<file path="src/hw/rtl/cls_pkg.sv">
// ----------------------------------------------------------------------------
// cls_pkg
// Shared types and constants for the character display nibble sequencer:
// request codes, microcode control word layout and the init command list.
// ----------------------------------------------------------------------------
package cls_pkg;

   // Request codes carried in the func field.
   localparam logic [2:0] FUNC_CMD    = 3'd0;
   localparam logic [2:0] FUNC_DATA   = 3'd1;
   localparam logic [2:0] FUNC_CURSOR = 3'd2;
   localparam logic [2:0] FUNC_LIGHT  = 3'd3;
   localparam logic [2:0] FUNC_INIT   = 3'd4;

   // Microprogram layout.
   localparam int unsigned PC_W = 5;
   localparam logic [PC_W-1:0] PC_BYTE  = 5'd0;
   localparam logic [PC_W-1:0] PC_LIGHT = 5'd6;
   localparam logic [PC_W-1:0] PC_INIT  = 5'd7;
   localparam logic [PC_W-1:0] PC_LAST  = 5'd19;

   // Index of the final entry in the init command list.
   localparam logic [2:0] LAST_CMD_IDX = 3'd5;

   // Wait times in microseconds.
   localparam logic [15:0] WAIT_EN_HIGH  = 16'd10;
   localparam logic [15:0] WAIT_EN_LOW   = 16'd100;
   localparam logic [15:0] WAIT_BYTE     = 16'd200;
   localparam logic [15:0] WAIT_SLOW     = 16'd5100;
   localparam logic [15:0] WAIT_INIT_MID = 16'd300;
   localparam logic [15:0] WAIT_POWER    = 16'd50000;

   localparam logic [7:0] CMD_CLEAR = 8'h01;
   localparam logic [7:0] CMD_HOME  = 8'h02;

   typedef enum logic [1:0] {
      NIB_HI,
      NIB_LO,
      NIB_CONST,
      NIB_ZERO
   } nib_sel_type;

   typedef enum logic [2:0] {
      W_0,
      W_10,
      W_100,
      W_BYTE_END,
      W_5100,
      W_300,
      W_50000
   } wait_sel_type;

   typedef enum logic [1:0] {
      SEQ_NEXT,
      SEQ_END,
      SEQ_BYTE_END,
      SEQ_START_CMDS
   } seq_op_type;

   typedef struct packed {
      nib_sel_type  nib_sel;
      logic [3:0]   nib_const;
      logic         en;
      wait_sel_type wait_sel;
      seq_op_type   seq_op;
   } ctrl_word_type;

   // Sequencer to datapath strobes.
   typedef struct packed {
      logic load;
      logic step;
      logic last;
      logic next_cmd;
      logic start_cmds;
   } dp_ctrl_type;

   // Datapath to sequencer status.
   typedef struct packed {
      logic out_free;
      logic more_cmds;
   } dp_status_type;

   function automatic logic [7:0] init_cmd(input logic [2:0] idx);
      logic [7:0] c;
      unique case (idx)
         3'd0:    c = 8'h28;
         3'd1:    c = 8'h28;
         3'd2:    c = 8'h08;
         3'd3:    c = 8'h01;
         3'd4:    c = 8'h06;
         default: c = 8'h0C;
      endcase
      return c;
   endfunction

endpackage

</file>
<file path="src/hw/rtl/cls_if.sv">
// ----------------------------------------------------------------------------
// cls_req_if / cls_rsp_if
// Valid/ready channels for display requests and expander port writes.
// ----------------------------------------------------------------------------
interface cls_req_if;
   logic       valid;
   logic       ready;
   logic [2:0] func;
   logic [7:0] value;
   logic [7:0] col;
   logic [7:0] row;
   logic       light_on;

   modport source (output valid, func, value, col, row, light_on, input ready);
   modport sink   (input valid, func, value, col, row, light_on, output ready);
endinterface

interface cls_rsp_if;
   logic        valid;
   logic        ready;
   logic [7:0]  port_byte;
   logic [15:0] wait_us;
   logic        last;

   modport source (output valid, port_byte, wait_us, last, input ready);
   modport sink   (input valid, port_byte, wait_us, last, output ready);
endinterface

</file>
<file path="src/hw/rtl/char_lcd_nibble_sequencer.sv">
// ----------------------------------------------------------------------------
// char_lcd_nibble_sequencer
// Microcoded sequencer that turns display requests into expander port writes.
// ----------------------------------------------------------------------------
// After a request's transfer the sequencer registers its start step; the first
// port write then enters the output register once that is free. Writes leave at
// one per cycle while the sink is ready: 6 for a command, character or cursor
// request, 1 for backlight, 49 for init. A new request is taken the cycle after
// the final write enters the output register. Reset (synchronous) turns the
// backlight off and idles the sequencer.
module char_lcd_nibble_sequencer (
   input  logic      clock,
   input  logic      reset,
   cls_req_if.sink   req_ch,
   cls_rsp_if.source rsp_ch
);
   import cls_pkg::*;

   logic [PC_W-1:0] pc_ff, pc_in;
   logic            busy_ff, busy_in;
   logic            accept;
   logic            step_go;
   ctrl_word_type   uword;
   dp_ctrl_type     dp_ctrl;
   dp_status_type   dp_status;

   cls_urom u_urom (
      .pc    (pc_ff),
      .uword (uword)
   );

   cls_dpath u_dpath (
      .clock        (clock),
      .reset        (reset),
      .dp_ctrl      (dp_ctrl),
      .uword        (uword),
      .req_func     (req_ch.func),
      .req_value    (req_ch.value),
      .req_col      (req_ch.col),
      .req_row      (req_ch.row),
      .req_light_on (req_ch.light_on),
      .dp_status    (dp_status),
      .rsp_ch       (rsp_ch)
   );

   assign req_ch.ready = !busy_ff;
   assign accept       = req_ch.valid && req_ch.ready;
   assign step_go      = busy_ff && dp_status.out_free;

   always_comb begin
      pc_in              = pc_ff;
      busy_in            = busy_ff;
      dp_ctrl            = '0;
      dp_ctrl.step       = step_go;

      // Unused request codes are taken and dropped without any write.
      if (accept && req_ch.func <= FUNC_INIT) begin
         dp_ctrl.load = 1'b1;
         busy_in      = 1'b1;
         priority if (req_ch.func == FUNC_LIGHT) begin
            pc_in = PC_LIGHT;
         end else if (req_ch.func == FUNC_INIT) begin
            pc_in = PC_INIT;
         end else begin
            pc_in = PC_BYTE;
         end
      end else if (step_go) begin
         unique case (uword.seq_op)
            SEQ_NEXT: begin
               pc_in = pc_ff + PC_W'(1);
            end
            SEQ_END: begin
               busy_in      = 1'b0;
               dp_ctrl.last = 1'b1;
            end
            SEQ_BYTE_END: begin
               if (dp_status.more_cmds) begin
                  dp_ctrl.next_cmd = 1'b1;
                  pc_in            = PC_BYTE;
               end else begin
                  busy_in      = 1'b0;
                  dp_ctrl.last = 1'b1;
               end
            end
            default: begin
               dp_ctrl.start_cmds = 1'b1;
               pc_in              = PC_BYTE;
            end
         endcase
      end
   end

   always_ff @(posedge clock) begin
      if (reset) begin
         pc_ff   <= PC_BYTE;
         busy_ff <= 1'b0;
      end else begin
         pc_ff   <= pc_in;
         busy_ff <= busy_in;
      end
   end

   // The step counter never leaves the microprogram while a request runs.
   a_pc_in_program: assert property (@(posedge clock) disable iff (reset)
      busy_ff |-> pc_ff <= PC_LAST)
      else $error("step counter outside the microprogram");

   // A new request is only taken once every earlier write but the final one has left.
   a_accept_after_last: assert property (@(posedge clock) disable iff (reset)
      accept |-> !(rsp_ch.valid && !rsp_ch.last))
      else $error("request taken while an earlier request still has writes pending");

   // A closing step frees the sequencer and presents a write marked last.
   a_end_marks_last: assert property (@(posedge clock) disable iff (reset)
      (step_go && uword.seq_op == SEQ_END) |=> (!busy_ff && rsp_ch.valid && rsp_ch.last))
      else $error("closing step did not finish the request");

endmodule

</file>
<file path="src/hw/rtl/cls_urom.sv">
// ----------------------------------------------------------------------------
// cls_urom
// Microprogram store: one control word per step of the write sequences.
// ----------------------------------------------------------------------------
module cls_urom (
   input  logic [cls_pkg::PC_W-1:0] pc,
   output cls_pkg::ctrl_word_type   uword
);
   import cls_pkg::*;

   // Steps 0-5 send one byte as two nibbles, step 6 is the lone backlight
   // write, steps 7-19 are the power-on part of the init sequence, which then
   // loops through the byte routine for each init command.
   always_comb begin
      unique case (pc)
         5'd0:    uword = '{NIB_HI,    4'h0, 1'b0, W_0,        SEQ_NEXT};
         5'd1:    uword = '{NIB_HI,    4'h0, 1'b1, W_10,       SEQ_NEXT};
         5'd2:    uword = '{NIB_HI,    4'h0, 1'b0, W_100,      SEQ_NEXT};
         5'd3:    uword = '{NIB_LO,    4'h0, 1'b0, W_0,        SEQ_NEXT};
         5'd4:    uword = '{NIB_LO,    4'h0, 1'b1, W_10,       SEQ_NEXT};
         5'd5:    uword = '{NIB_LO,    4'h0, 1'b0, W_BYTE_END, SEQ_BYTE_END};
         5'd6:    uword = '{NIB_ZERO,  4'h0, 1'b0, W_0,        SEQ_END};
         5'd7:    uword = '{NIB_ZERO,  4'h0, 1'b0, W_50000,    SEQ_NEXT};
         5'd8:    uword = '{NIB_CONST, 4'h3, 1'b0, W_0,        SEQ_NEXT};
         5'd9:    uword = '{NIB_CONST, 4'h3, 1'b1, W_10,       SEQ_NEXT};
         5'd10:   uword = '{NIB_CONST, 4'h3, 1'b0, W_5100,     SEQ_NEXT};
         5'd11:   uword = '{NIB_CONST, 4'h3, 1'b0, W_0,        SEQ_NEXT};
         5'd12:   uword = '{NIB_CONST, 4'h3, 1'b1, W_10,       SEQ_NEXT};
         5'd13:   uword = '{NIB_CONST, 4'h3, 1'b0, W_5100,     SEQ_NEXT};
         5'd14:   uword = '{NIB_CONST, 4'h3, 1'b0, W_0,        SEQ_NEXT};
         5'd15:   uword = '{NIB_CONST, 4'h3, 1'b1, W_10,       SEQ_NEXT};
         5'd16:   uword = '{NIB_CONST, 4'h3, 1'b0, W_300,      SEQ_NEXT};
         5'd17:   uword = '{NIB_CONST, 4'h2, 1'b0, W_0,        SEQ_NEXT};
         5'd18:   uword = '{NIB_CONST, 4'h2, 1'b1, W_10,       SEQ_NEXT};
         5'd19:   uword = '{NIB_CONST, 4'h2, 1'b0, W_300,      SEQ_START_CMDS};
         default: uword = '{NIB_ZERO,  4'h0, 1'b0, W_0,        SEQ_END};
      endcase
   end

endmodule

</file>
<file path="src/hw/rtl/cls_dpath.sv">
// ----------------------------------------------------------------------------
// cls_dpath
// Datapath: byte and mode registers, init command index, backlight state,
// port byte and wait formation, and the output register.
// ----------------------------------------------------------------------------
module cls_dpath (
   input  logic                   clock,
   input  logic                   reset,
   input  cls_pkg::dp_ctrl_type   dp_ctrl,
   input  cls_pkg::ctrl_word_type uword,
   input  logic [2:0]             req_func,
   input  logic [7:0]             req_value,
   input  logic [7:0]             req_col,
   input  logic [7:0]             req_row,
   input  logic                   req_light_on,
   output cls_pkg::dp_status_type dp_status,
   cls_rsp_if.source              rsp_ch
);
   import cls_pkg::*;

   logic [7:0]  byte_ff, byte_in;
   logic        rs_ff, rs_in;
   logic        init_ff, init_in;
   logic [2:0]  idx_ff, idx_in;
   logic        bl_ff, bl_in;
   logic        out_valid_ff, out_valid_in;
   logic [7:0]  port_ff, port_in;
   logic [15:0] wait_ff, wait_in;
   logic        last_ff, last_in;

   logic [3:0]  col_sat;
   logic        row_sat;
   logic [7:0]  cursor_byte;
   logic [3:0]  nib;
   logic        rs_bit;
   logic [15:0] wait_val;
   logic [15:0] byte_end_wait;

   assign col_sat     = (req_col > 8'd15) ? 4'hF : req_col[3:0];
   assign row_sat     = (req_row != 8'd0);
   assign cursor_byte = {1'b1, row_sat, 2'b00, col_sat};

   // Clear and home need the long settle; data writes never match since RS is set.
   assign byte_end_wait = (!rs_ff && (byte_ff == CMD_CLEAR || byte_ff == CMD_HOME)) ?
                          WAIT_SLOW : WAIT_BYTE;

   always_comb begin
      unique case (uword.nib_sel)
         NIB_HI: begin
            nib    = byte_ff[7:4];
            rs_bit = rs_ff;
         end
         NIB_LO: begin
            nib    = byte_ff[3:0];
            rs_bit = rs_ff;
         end
         NIB_CONST: begin
            nib    = uword.nib_const;
            rs_bit = 1'b0;
         end
         default: begin
            nib    = 4'h0;
            rs_bit = 1'b0;
         end
      endcase
   end

   always_comb begin
      unique case (uword.wait_sel)
         W_0:        wait_val = 16'd0;
         W_10:       wait_val = WAIT_EN_HIGH;
         W_100:      wait_val = WAIT_EN_LOW;
         W_BYTE_END: wait_val = byte_end_wait;
         W_5100:     wait_val = WAIT_SLOW;
         W_300:      wait_val = WAIT_INIT_MID;
         W_50000:    wait_val = WAIT_POWER;
         default:    wait_val = 16'd0;
      endcase
   end

   always_comb begin
      byte_in      = byte_ff;
      rs_in        = rs_ff;
      init_in      = init_ff;
      idx_in       = idx_ff;
      bl_in        = bl_ff;
      out_valid_in = out_valid_ff;
      port_in      = port_ff;
      wait_in      = wait_ff;
      last_in      = last_ff;

      if (dp_ctrl.load) begin
         byte_in = (req_func == FUNC_CURSOR) ? cursor_byte : req_value;
         rs_in   = (req_func == FUNC_DATA);
         init_in = (req_func == FUNC_INIT);
         if (req_func == FUNC_LIGHT) begin
            bl_in = req_light_on;
         end else if (req_func == FUNC_INIT) begin
            bl_in = 1'b1;
         end
      end

      if (dp_ctrl.step) begin
         out_valid_in = 1'b1;
         port_in      = {nib, bl_ff, uword.en, 1'b0, rs_bit};
         wait_in      = wait_val;
         last_in      = dp_ctrl.last;
         if (dp_ctrl.start_cmds) begin
            idx_in  = 3'd0;
            byte_in = init_cmd(3'd0);
         end else if (dp_ctrl.next_cmd) begin
            idx_in  = idx_ff + 3'd1;
            byte_in = init_cmd(idx_ff + 3'd1);
         end
      end else if (rsp_ch.ready) begin
         out_valid_in = 1'b0;
      end
   end

   always_ff @(posedge clock) begin
      if (reset) begin
         out_valid_ff <= 1'b0;
         bl_ff        <= 1'b0;
         init_ff      <= 1'b0;
         idx_ff       <= 3'd0;
      end else begin
         out_valid_ff <= out_valid_in;
         bl_ff        <= bl_in;
         init_ff      <= init_in;
         idx_ff       <= idx_in;
      end
   end

   always_ff @(posedge clock) begin
      byte_ff <= byte_in;
      rs_ff   <= rs_in;
      port_ff <= port_in;
      wait_ff <= wait_in;
      last_ff <= last_in;
   end

   assign dp_status.out_free  = !out_valid_ff || rsp_ch.ready;
   assign dp_status.more_cmds = init_ff && (idx_ff != LAST_CMD_IDX);

   assign rsp_ch.valid     = out_valid_ff;
   assign rsp_ch.port_byte = port_ff;
   assign rsp_ch.wait_us   = wait_ff;
   assign rsp_ch.last      = last_ff;

endmodule

</file>
<file path="src/flat_wrapper.sv">
// flat-port wrapper written by rule: the top's interface ports become plain ports
module char_lcd_nibble_sequencer_flat import cls_pkg::*;
  (clock, reset, req_ch_valid, req_ch_func, req_ch_value, req_ch_col, req_ch_row, req_ch_light_on, req_ch_ready, rsp_ch_valid, rsp_ch_port_byte, rsp_ch_wait_us, rsp_ch_last, rsp_ch_ready);
  cls_req_if req_ch_i ();
  cls_rsp_if rsp_ch_i ();
  input  logic clock;
  input  logic reset;
  input wire logic [$bits(req_ch_i.valid)-1:0] req_ch_valid;
  input wire logic [$bits(req_ch_i.func)-1:0] req_ch_func;
  input wire logic [$bits(req_ch_i.value)-1:0] req_ch_value;
  input wire logic [$bits(req_ch_i.col)-1:0] req_ch_col;
  input wire logic [$bits(req_ch_i.row)-1:0] req_ch_row;
  input wire logic [$bits(req_ch_i.light_on)-1:0] req_ch_light_on;
  output wire logic [$bits(req_ch_i.ready)-1:0] req_ch_ready;
  output wire logic [$bits(rsp_ch_i.valid)-1:0] rsp_ch_valid;
  output wire logic [$bits(rsp_ch_i.port_byte)-1:0] rsp_ch_port_byte;
  output wire logic [$bits(rsp_ch_i.wait_us)-1:0] rsp_ch_wait_us;
  output wire logic [$bits(rsp_ch_i.last)-1:0] rsp_ch_last;
  input wire logic [$bits(rsp_ch_i.ready)-1:0] rsp_ch_ready;
  assign req_ch_i.valid = req_ch_valid;
  assign req_ch_i.func = req_ch_func;
  assign req_ch_i.value = req_ch_value;
  assign req_ch_i.col = req_ch_col;
  assign req_ch_i.row = req_ch_row;
  assign req_ch_i.light_on = req_ch_light_on;
  assign req_ch_ready = req_ch_i.ready;
  assign rsp_ch_valid = rsp_ch_i.valid;
  assign rsp_ch_port_byte = rsp_ch_i.port_byte;
  assign rsp_ch_wait_us = rsp_ch_i.wait_us;
  assign rsp_ch_last = rsp_ch_i.last;
  assign rsp_ch_i.ready = rsp_ch_ready;
  char_lcd_nibble_sequencer u_core (.clock(clock), .reset(reset), .req_ch(req_ch_i), .rsp_ch(rsp_ch_i));
endmodule
</file>
<file path="config.mk">
export PLATFORM = sky130hd
export DESIGN_NAME = char_lcd_nibble_sequencer_flat
export DESIGN_NICKNAME = d
export VERILOG_FILES = /design/src/hw/rtl/cls_pkg.sv /design/src/hw/rtl/cls_if.sv /design/src/hw/rtl/char_lcd_nibble_sequencer.sv /design/src/hw/rtl/cls_urom.sv /design/src/hw/rtl/cls_dpath.sv /design/src/flat_wrapper.sv
export SDC_FILE = /design/constraint.sdc
export NUM_CORES = 1
export LEC_CHECK = 0
export BUFFER_PORTS_ARGS = -buffer_cell sky130_fd_sc_hd__buf_2
export CORE_ASPECT_RATIO = 1.1
export CORE_MARGIN = 2
export CORE_UTILIZATION = 36
export DETAILED_ROUTE_END_ITERATION = 6
export SYNTH_ARGS = -nofsm -noshare
export SYNTH_HDL_FRONTEND = slang
export SYNTH_HIERARCHICAL = 1
export SYNTH_SLANG_ARGS = --single-unit
</file>
<file path="constraint.sdc">
create_clock -name clock -period 2.1 [get_ports clock]
set_input_delay 0.21 -clock clock [delete_from_list [all_inputs] [get_ports clock]]
set_output_delay 0.21 -clock clock [all_outputs]
set_load 0.03 [all_outputs]
</file>
==> results of run 1 <==
## per-stage QoR
step / hold WS [ns] / instance area, µm²
after detailed placement: 0.4224 / 2864
final: 0.1750 / 3115
after CTS: 0.1770 / 3019
after global placement: 0.4235 / 2864
after floorplan: 0.2791 / 2451
after global routing: 0.1764 / 3115
## final cells by class
class                      instances  area, µm²
fill                             631       3440
multi-input combinational        192       1433
sequential                        38      949.7
timing repair buffer              76      437.9
tap                               82      102.6
clock buffer                       6      93.84
inverter                          16      60.06
clock inverter                     2      38.79
## cells by family (layout without fill, tap and decap cells)
logic type,Yosys count,in the layout
AND/OR/NAND/NOR,91,91
AO/OA/AOI/OAI,69,69
flip-flops,38,38
buffers and inverters,32,100
adder cells (fa/ha/maj),15,15
multiplexers,8,8
other,2,7
XOR/XNOR,2,2
## per-layer routing
| metal | routed length, µm | global-route usage [%] |
|---|---|---|
| met1 | 2469 | 20.06 |
| met2 | 2771 | 25.94 |
| met3 | 264 | 3.715 |
| met4 | 50 | 4.583 |
| met5 | 0 | 0 |
## power by group
group | total [mW] | switching, mW | leakage, nW | internal (mW)
Sequential | 0.902 | 0.0478 | 0.336 | 0.854
Combinational | 0.464 | 0.267 | 0.891 | 0.197
Clock | 0.704 | 0.276 | 0.0665 | 0.428
## registers in the layout, indices dropped and copies added (netlist names)
register and cells:
u_core/u_dpath/rsp_ch.wait_us 9, u_core/u_dpath/byte_ff 8, u_core/u_dpath/rsp_ch.port_byte 7, u_core/pc_ff 5
u_core/u_dpath/idx_ff 3, u_core/busy_ff 1, u_core/u_dpath/bl_ff 1, u_core/u_dpath/init_ff 1
u_core/u_dpath/rs_ff 1, u_core/u_dpath/rsp_ch.last 1, u_core/u_dpath/rsp_ch.valid 1
## worst reg2reg max path, delay by kind of cell (launching register included)
family	cells	cell delay [ns]
buf+inv	2	0.23
compound gates	2	0.32
simple gates	4	0.68
flops	1	0.36
fa+ha+maj	2	0.37
## what timing repair did
action	in CTS	in global routing
setup buffers	0	1
pin swaps	1	6
hold endpoints to repair	0	0
gates resized for setup	5	25
endpoints found under the setup margin	6	19
## final timing paths
check,from,end,slack (ns),cells past startpoint
max reg2reg,u_core/pc_ff[1]$_SDFFE_PP0P_,u_core/u_dpath/byte_ff[5]$_DFF_P_,0.07,10
min reg2reg,u_core/u_dpath/bl_ff$_SDFFE_PP0P_,u_core/u_dpath/rsp_ch.port_byte[3]$_DFFE_PP_,0.45,0
min,req_ch_value[4],u_core/u_dpath/byte_ff[4]$_DFF_P_,0.18,3
max,u_core/pc_ff[1]$_SDFFE_PP0P_,u_core/u_dpath/byte_ff[5]$_DFF_P_,0.07,10
## cells in the mapped netlist, types with 2 or more instances
cell,instances
a211oi_1,2
a21o_1,2
a21oi_1,16
a22oi_1,3
a2bb2oi_1,2
a31oi_1,5
and3_2,2
and3b_1,2
buf_4,10
buf_6,3
clkbuf_1,3
conb_1,2
dfxtp_1,20
edfxtp_1,18
ha_1,15
inv_1,16
mux2i_1,7
nand2_1,23
nand2b_1,5
nand3_1,4
nand3b_1,2
nor2_1,10
nor2b_1,8
nor3_1,3
nor3b_1,2
nor4_1,3
nor4b_1,2
o211ai_1,2
o21ai_0,11
o21ai_1,7
o22ai_1,5
or2_2,2
or4_1,2
or4b_1,3
==> impl_metrics.ini, run 1 <==
[outcome]
status = finished, final reports clean

[synth]
postSynthAreaPerCell_um2 = 9.445
synthMuxAreaShare_pct = 3.505
syn-instance-count = 257
yosysSeqAreaShare_pct = 38.76
yosys.area.top_type = edfxtp_1
ys_top_cells_by_area = edfxtp_1 22%, dfxtp_1 16%, ha_1 7.7%
synthXorXnorAreaFrac_pct = 0.7216
synth_top_cell_area_share_pct = 22.27
async_flop_share_pct = 0
ys_ff_latch = 38
synth_compound_area_share_pct = 18.35
synth_top_flop_cell = dfxtp_1
synthSimpleGateAreaFrac_pct = 23.20
yosys.cell_types.count = 69
synth-edff-count = 18
synth-adder-area-share_pct = 7.732
synth_top_family_by_area = simple AND/OR/NAND/NOR gates
ys_warn_count = 6
syn_area_um2 = 2427

[sta]
slew_viol_final = 0
rsz0062_at_grt = yes
fmax_mhz = 492.4
finalHoldViolCount = 0
fin_crit_ns = 2.031
fin_worst_skew_ns = 0.01336
fin_crit_sh_pct = 96.70
setup_ws_ns = 0.06920
setup_viol = 0
tns_ns = 0

[cts]
cts-buffers-inserted = 5
clk_pin_slew_worst_paths_ns = 0.09
clockBufferDepth = 2
root_buffer = clkbuf_8
cts_tree = built
worst_skew_pair.late_latency_ns = 0.30
hold_buffers = 0
cts_sinks = 38
htreeDepth = 2

[grt]
grt_antenna_before_repair = 0
grt_overflow = 0
grt.total_usage_pct = 15.74
grt_max_degree = 23
grt_first_pass_wirelength_um = 9356
grt_pass1_vias = 2105

[worst_hold_path]
hold_path_class = in2reg

[layout]
synthToLayoutAreaGrowth_pct = 28.35
fin_nets = 376
finish.utilization_pct = 47.53
layout_commonest_cell = buf_2
layout_common_cells = 53 x buf_2, 23 x buf_4, 22 x nand2_1
antenna_cells = 0
fin_cells = 412
drive_gt1_share_pct = 38.18

[route]
drt_iter0_drc = 41
vias = 2130
wirelength_um = 5555
wire_per_inst_um = 13.48
firstDrtPassIters = 4
drt-vias-per-instance = 5.170
ant_nets = 0
drc = 0

[power]
peakVddDrop_uv = 476.7
power.leakage_nw = 1.293
report.power.total_mw = 2.070
powerDensity_nw_per_um2 = 664.3

[setup_path]
path_buf_inv = 2
critPathMaxStageDelay_ns = 0.36
crit_slowest_cell = dfxtp_4
cp.required_ns = 2.31
end_kind = flip-flop
worstPathArrival_ns = 2.24
crit_path_start_kind = flip-flop
critical-path-top-delay-family = simple AND/OR/NAND/NOR gates
cp_cell_sequence = inv_1 -> ha_2 -> nand2_2 -> a2bb2oi_2 -> nor2_4 -> ha_2 -> and3_4 -> and3b_2 -> buf_4 -> a22oi_1
crit_type = reg2reg
cp_max_fo = 5
cpMostUsedCell = ha_2

[place]
hpwl_um = 4310
io_buffers = 53
dp.cells = 403
gp_congestion = 0.8183
dp_slack_ns = -0.02879

[floorplanning]
die_h_um = 90.12
core_area_um2 = 6555
start_util_pct = 37.03
ios = 59
die_x_um = 82.29
dieArea_um2 = 7416
num_rows = 31

[run]
maxCapViolations = 0
(Power assumes the default switching activity.)
==> inputs of run 2 (changes only) <==
Settings changed: BUFFER_PORTS_ARGS -buffer_cell sky130_fd_sc_hd__buf_2 to unset, DONT_BUFFER_PORTS set to 1.
==> run 2 against run 1 <==
Effect of this change: clock skew fell by 0.0041 ns; design area shrank 7.2%; maximum frequency is 2.3% lower; clock-buffer cell count stayed put; die area stayed put; critical path depth rose by 1; sequential cell count is the same; hold slack got worse by 0.075 ns; setup slack lost 0.047 ns; critical endpoint is now u_core/u_dpath/byte_ff[0]$_DFF_P_; largest cell class unchanged.
==> impl_metrics.ini, run 2 (synthesis results as in run 1) <==
[outcome]
status = finished, final reports clean

[route]
wire_per_inst_um = 15.20
vias = 1935
firstDrtPassIters = 4
drt_iter0_drc = 94
drt-vias-per-instance = 5.331
ant_nets = 0
drc = 0
wirelength_um = 5516

[cts]
clockBufferDepth = 2
worst_skew_pair.late_latency_ns = 0.30
cts-buffers-inserted = 5
cts_sinks = 38
htreeDepth = 2
root_buffer = clkbuf_8
cts_tree = built
clk_pin_slew_worst_paths_ns = 0.08

[sta]
fin_crit_sh_pct = 98.95
setup_viol = 0
finalHoldViolCount = 0
worst_pin_slew_ns = 0.7981
fin_worst_skew_ns = 0.009238
worst_hold_slack_ns = 0.09993
fin_crit_ns = 2.078
setup_ws_ns = 0.02197
fmax_mhz = 481.2
slew_viol_final = 0
relSlewSlack_pct = 46.91
rsz0062_at_grt = yes

[power]
peakVddDrop_uv = 333.5
report.power.total_mw = 1.949
power.leakage_nw = 1.089
powerDensity_nw_per_um2 = 674.5

[layout]
drive_gt1_share_pct = 25.98
largest_reg_flops = 9
finish.utilization_pct = 44.09
fin_nets = 327
fin_area_um2 = 2890
layout_common_cells = 25 x buf_4, 23 x nand2_1, 18 x dfxtp_1, 18 x edfxtp_1, 16 x a21oi_1
antenna_cells = 0
fillers = 620
synthToLayoutAreaGrowth_pct = 19.07
layout_commonest_cell = buf_4

[floorplanning]
num_rows = 31
ios = 59
core_area_um2 = 6555
die_x_um = 82.29
die_h_um = 90.12
dieArea_um2 = 7416
start_util_pct = 37.03

[grt]
grt_first_pass_wirelength_um = 8838
grt_max_degree = 23
grt.total_usage_pct = 15.30
grt_pass1_vias = 1858
grt_overflow = 0
grt_antenna_before_repair = 0

[setup_path]
crit_path_start_kind = flip-flop
cp.required_ns = 2.27
worstPathArrival_ns = 2.25
critical-path-top-delay-family = simple AND/OR/NAND/NOR gates
cp_cell_sequence = inv_2 -> ha_2 -> nand2_2 -> a2bb2oi_2 -> nor2_4 -> ha_4 -> and3_4 -> buf_6 -> and3b_2 -> a32oi_2 -> o41ai_2
r2r-start = u_core/pc_ff[1]$_SDFFE_PP0P_
critPathMaxStageDelay_ns = 0.39
cp_max_fo = 5
path_buf_inv = 2
critPathLaunch = u_core/pc_ff[1]$_SDFFE_PP0P_
crit_type = reg2reg
crit_slowest_cell = dfxtp_4
end_kind = flip-flop

[place]
gp_congestion = 0.9170
place_area_um2 = 2606
dp_slack_ns = -0.07467
io_buffers = 0
hpwl_um = 4054

[worst_hold_path]
hp-start = req_ch_value[7]
hold_path_class = in2reg

[run]
maxCapViolations = 0
run 2: worst paths after layout:
path | endpoint | slack [ns] | depth (start not counted)
worst max register to register | u_core/u_dpath/byte_ff[0]$_DFF_P_ | 0.02 | 11
worst max-delay path | u_core/u_dpath/byte_ff[0]$_DFF_P_ | 0.02 | 11
worst min register to register | u_core/u_dpath/rsp_ch.port_byte[3]$_DFFE_PP_ | 0.44 | 0
worst min-delay path | u_core/u_dpath/byte_ff[7]$_DFF_P_ | 0.1 | 2
run 2: metrics by stage:
stage	TNS [ns]	instances
floorplan	-0.008589	262
global placement	-0.1432	351
detailed placement	-0.1805	351
CTS	0	361
global route	-0.1464	363
finish	0	363
run 2: area by class of cell:
| class | count | area (µm²) | area share [%] |
|---|---|---|---|
| clock buffer | 6 | 72.57 | 2.511 |
| clock inverter | 2 | 33.78 | 1.169 |
| inverter | 16 | 62.56 | 2.165 |
| multi-input combinational | 192 | 1461 | 50.56 |
| sequential | 38 | 948.4 | 32.81 |
| tap | 82 | 102.6 | 3.550 |
| timing repair buffer | 27 | 209.0 | 7.229 |
run 2: power breakdown:
group	switching (mW)	total [mW]	internal, mW
clock	0.266	0.617	0.351
combinational	0.198	0.369	0.171
sequential	0.106	0.964	0.857
total	0.570	1.95	1.38
run 2: what timing repair did:
item | 4_1_cts | 5_1_grt
setup endpoints to repair | 5 | 18
pin swaps | 2 | 16
gates resized for setup | 5 | 29
hold endpoints to repair | 7 | 0
setup buffers | 1 | 2
hold buffers | 1 | 0
run 2: metal layers:
layer / GRT usage [%] / vias to the layer above / part of all wire, %
met2: 23.66 / 55 / 49
li1: - / 976 / -
met3: 4.719 / 4 / 4.8
met1: 20.04 / 900 / 46
met4: 4.861 / 0 / 1.0
met5: 0 / - / 0
